$ cat config.mk
export PLATFORM = sky130hd
export DESIGN_NAME = lsieve_ctrl
export DESIGN_NICKNAME = d
export VERILOG_FILES = /design/src/rtl/linear_sieve_totient_mobius_top_assert.svh /design/src/rtl/lsieve_pkg.sv /design/src/rtl/lsieve_ctrl.sv
export SDC_FILE = /design/constraint.sdc
export NUM_CORES = 1
export LEC_CHECK = 0
export BUFFER_PORTS_ARGS = -buffer_cell sky130_fd_sc_hd__buf_2
export CAP_MARGIN = 10
export CORE_AREA = 2 2 39 41
export CTS_BUF_LIST = sky130_fd_sc_hd__clkbuf_16
export CTS_CLUSTER_DIAMETER = 60
export DETAILED_ROUTE_END_ITERATION = 8
export DIE_AREA = 0 0 41 43
export SYNTH_ARGS = -nofsm -noshare
export SYNTH_HDL_FRONTEND = slang
export SYNTH_SLANG_ARGS = --single-unit
$ cat constraint.sdc
create_clock -name clk -period 2.85 [get_ports clk]
set_clock_uncertainty 0.1 [all_clocks]
set_input_delay 0.855 -clock clk [delete_from_list [all_inputs] [get_ports clk]]
set_output_delay 0.855 -clock clk [all_outputs]
set_load 0.01 [all_outputs]
$ cat src/rtl/linear_sieve_totient_mobius_top_assert.svh
// Assertion macros for the linear sieve block.
`ifndef LINEAR_SIEVE_TOTIENT_MOBIUS_TOP_ASSERT_SVH
`define LINEAR_SIEVE_TOTIENT_MOBIUS_TOP_ASSERT_SVH
`ifndef SYNTHESIS
// property must hold at every rising clock edge out of reset
`define LSIEVE_ASSERT(lbl, prop, msg) \
  lbl: assert property (@(posedge clk) disable iff (!rst_n) prop) else $error(msg);
// condition must never be seen out of reset
`define LSIEVE_NEVER(lbl, cond, msg) \
  lbl: assert property (@(posedge clk) disable iff (!rst_n) !(cond)) else $error(msg);
`else
`define LSIEVE_ASSERT(lbl, prop, msg)
`define LSIEVE_NEVER(lbl, cond, msg)
`endif
`endif

$ cat src/rtl/lsieve_pkg.sv
// Shared types and constants of the linear sieve block.
`default_nettype none
package lsieve_pkg;
  localparam int MAX_N_DEF       = 65536;
  localparam int PRIME_DEPTH_DEF = 8192;
  localparam int VAL_W           = 16;
  // table word: {composite, moebius[1:0], totient[15:0]}
  localparam int WORD_W          = 19;
  localparam logic [1:0] MU_ZERO = 2'b00;
  localparam logic [1:0] MU_ONE  = 2'b01;
  localparam logic [1:0] MU_NEG  = 2'b11;

  typedef enum logic [3:0] {
    S_CLEAR, S_IDLE, S_RD_I, S_GOT_I, S_K_CHK, S_P_RD, S_P_GOT,
    S_T_GOT, S_M_GOT, S_DIV, S_MUL, S_WR_M, S_REPORT
  } state_t;

  typedef struct packed {
    logic clr;
    logic take;
    logic got_i;
    logic k_inc;
    logic p_rd;
    logic p_got;
    logic t_got;
    logic m_got;
    logic mul;
    logic wr_m;
    logic load_out;
  } cmd_t;

  typedef struct packed {
    logic clr_done;
    logic adv_ok;
    logic k_end;
    logic stop;
    logic div_busy;
    logic rem_zero;
    logic out_free;
  } sts_t;
endpackage
`default_nettype wire

$ cat src/rtl/lsieve_ctrl.sv
// Controller: sequences the clearing pass, the prime walk and the report.
`default_nettype none
module lsieve_ctrl
  import lsieve_pkg::*;
(
  input  wire logic clk,
  input  wire logic rst_n,
  input  wire logic in_valid,
  output logic      in_ready,
  input  wire sts_t sts,
  output cmd_t      cmd
);
  state_t state_r, state_nxt;

  always_ff @(posedge clk) begin
    if (!rst_n) begin
      state_r <= S_CLEAR;
    end else begin
      state_r <= state_nxt;
    end
  end

  // next state
  always_comb begin
    state_nxt = state_r;
    unique case (state_r)
      S_CLEAR:  if (sts.clr_done) state_nxt = S_IDLE;
      S_IDLE:   if (in_valid) state_nxt = sts.adv_ok ? S_RD_I : S_REPORT;
      S_RD_I:   state_nxt = S_GOT_I;
      S_GOT_I:  state_nxt = S_K_CHK;
      S_K_CHK:  state_nxt = sts.k_end ? S_REPORT : S_P_RD;
      S_P_RD:   state_nxt = S_P_GOT;
      S_P_GOT:  state_nxt = S_T_GOT;
      S_T_GOT:  state_nxt = sts.stop ? S_REPORT : S_M_GOT;
      S_M_GOT:  state_nxt = S_DIV;
      S_DIV:    if (!sts.div_busy) state_nxt = S_MUL;
      S_MUL:    state_nxt = S_WR_M;
      S_WR_M:   state_nxt = sts.rem_zero ? S_REPORT : S_K_CHK;
      S_REPORT: if (sts.out_free) state_nxt = S_IDLE;
      default:  state_nxt = S_CLEAR;
    endcase
  end

  // commands
  always_comb begin
    cmd      = '0;
    in_ready = 1'b0;
    unique case (state_r)
      S_CLEAR:  cmd.clr = 1'b1;
      S_IDLE: begin
        in_ready = 1'b1;
        cmd.take = in_valid;
      end
      S_RD_I:   ;
      S_GOT_I:  cmd.got_i = 1'b1;
      S_K_CHK:  ;
      S_P_RD:   cmd.p_rd = 1'b1;
      S_P_GOT:  cmd.p_got = 1'b1;
      S_T_GOT:  cmd.t_got = !sts.stop;
      S_M_GOT:  cmd.m_got = 1'b1;
      S_DIV:    ;
      S_MUL:    cmd.mul = 1'b1;
      S_WR_M: begin
        cmd.wr_m  = 1'b1;
        cmd.k_inc = !sts.rem_zero;
      end
      S_REPORT: cmd.load_out = sts.out_free;
      default:  ;
    endcase
  end
endmodule
`default_nettype wire

==> results.ini <==
[worst_setup_path]
endpoint_kind = output pin
arrival_ns = 1.46
required_ns = 1.90
r2r_setup_slack_ns = 1.04
crit_path_max_fanout = 13
critPathKind = register to output pin
startpoint_type = register

[finish]
nNetsFinal = 94
antenna_cells = 0
largest_reg_flops = 4
largestRegisters = state_r: 4 flops
layout-drive-gt1-share = 0.3293
final_cells = 98
syn2layout_area_growth_pct = 40.92
fillers = 153
final_util = 0.4421
finalInstanceArea_sq_um = 611.8
regMostFlops = state_r

[global_route]
grt_pass1_vias = 433
grtUsageTotal = 0.1406
grt_pass1_wl_microns = 1718
grt.overflow.total = 0
antenna_found_initial = 0
grt_max_degree = 19

[routing]
dr.pass1.iters = 3
vias = 519
vias_per_cell = 5.296
ant_nets = 0
drtIter0Drc = 1
drc = 0
routed_wl_microns = 1057
wire_per_inst_microns = 10.79

[placed_design]
dpl_cell_area_sq_um = 536.8
post-dp-hpwl_microns = 786.8
io_buffers = 21
gp_congestion = 0.8140
dp.cells = 95

[outcome]
status = finished clean

[floorplanning]
fp-row-count = 14
io_pins = 22
initial_core_util = 0.3137
dieWidth_microns = 41
die_height_microns = 43
fp.coreArea_sq_um = 1384
die_area_sq_um = 1763

[timing]
slew_viol_final = 0
setup_viol = 0
period_needed_ns = 2.411
max_freq_ghz = 0.4147
rsz0062_at_grt = no
hold_violations = 0
tightest_slew_ns = 0.5582
finalSetupTns_ns = 0
slew_headroom = 0.6274
min_period_over_period = 0.8461

[clock_network]
clk_pin_slew_ns = 0.03
cts_buffers = 3
cts_tree = built
post_cts_buffers = 0
post_cts_resized = 0
clock_path_buffers = 2
clk_latency_ns = 0.22
cts.sinks = 4
clockRootBuffer = clkbuf_16
htreeDepth = 1
cts_hold_buf = 0

[power_and_ir_drop]
leakage_nw = 0.2737
powerDensity_nw_per_um2 = 1007
peakVddDrop_mv = 0.7318

[synth]
syn_inst = 62
yosys_most_used_dff = dfxtp_1
synth_area_sq_um = 434.2
synth.net_count = 72
netlist_top_cells_area = dfxtp_1, nor3_1, nand2b_1
synth_edf_count = 0
synth_top_family_by_area = simple AND/OR/NAND/NOR gates
synth_top_area_frac = 0.1844
synth.distinct_cells = 29
synthAdderAreaFrac = 0
seq_area_frac_synth = 0.1844
yosysWarnings = 0
ys_ff_latch = 4
yosysMostFrequentCell = nor3_1
netlist_top_cells_count = nor3_1, nand2_1, nor2_1
synthArstFlopShare = 0
muxShareOfSynthArea = 0.02305
synth_xor_area_frac = 0
synth_area_per_cell_sq_um = 7.003
synth-simple-area-share = 0.3948
synth_largest_area_cell = dfxtp_1
synth-compound-area-share = 0.2939

[job]
max_cap_violations = 0

[worst_hold_path]
hold_class = register to register

## path summary, 6_finish.rpt
check | start | endpoint | cells after the start
hold reg to reg | state_r[0] | state_r[0] | 3
setup / recovery | state_r[2] | cmd[9] | 4
setup reg to reg | state_r[2] | state_r[3] | 4
hold / removal | state_r[0] | state_r[0] | 3
## logic make-up after synthesis
family          count (synthesis)
compound gates                 16
buf+inv                         9
flops                           4
mux                             1
simple gates                   32
## where the power goes
part | internal (W) | switching (W) | total [W]
clock network | 0.000179 | 0.0000349 | 0.000214
registers | 0.0000767 | 0.0000569 | 0.000134
logic | 0.000128 | 0.000140 | 0.000268
total | 0.000384 | 0.000232 | 0.000616
## worst max-delay path: stages (launching register included)
cell and delay (ns):
dfxtp_1 0.56, nand2b_1 0.29, nor3_1 0.08, and2_1 0.18, buf_2 0.13
## stage by stage
stage / hold WS [ns] / total power (W) / worst slack (ns)
2_1_floorplan: 0.4742 / 0.0003390 / 0.7136
3_3_place_gp: 0.5512 / 0.0004058 / 0.6145
3_5_place_dp: 0.5595 / 0.0004068 / 0.5847
4_1_cts: 0.5640 / 0.0006256 / 0.4052
5_1_grt: 0.5897 / 0.0006647 / 0.3016
6_report: 0.5604 / 0.0006158 / 0.4386
## final cells by class
type | count | area [sq um] | share of cell area
timing repair buffer | 22 | 112.6 | 0.1840
tap | 16 | 20.02 | 0.03272
clock buffer | 3 | 75.07 | 0.1227
inverter | 4 | 15.01 | 0.02454
multi-input combinational | 49 | 309.0 | 0.5051
sequential | 4 | 80.08 | 0.1309
## layout by cell type (no fill, tap or decap), types with 2 or more instances in the layout
| cell type | n |
|---|---|
| buf_2 | 21 |
| nor3_1 | 8 |
| nor2_1 | 6 |
| nand2_1 | 6 |
| nand2b_1 | 4 |
| inv_1 | 4 |
| o21ai_0 | 4 |
| dfxtp_1 | 4 |
| clkbuf_16 | 3 |
| a211oi_1 | 2 |
| o211ai_1 | 2 |
## per-layer routing
| metal | track usage | vias to the layer above | wire length (microns) |
|---|---|---|---|
| li1 | - | 268 | - |
| met1 | 0.1672 | 232 | 513 |
| met2 | 0.2188 | 19 | 450 |
| met3 | 0.07853 | 0 | 94 |
| met4 | 0.02000 | 0 | 0 |
| met5 | 0 | - | 0 |
(Power assumes the default switching activity.)
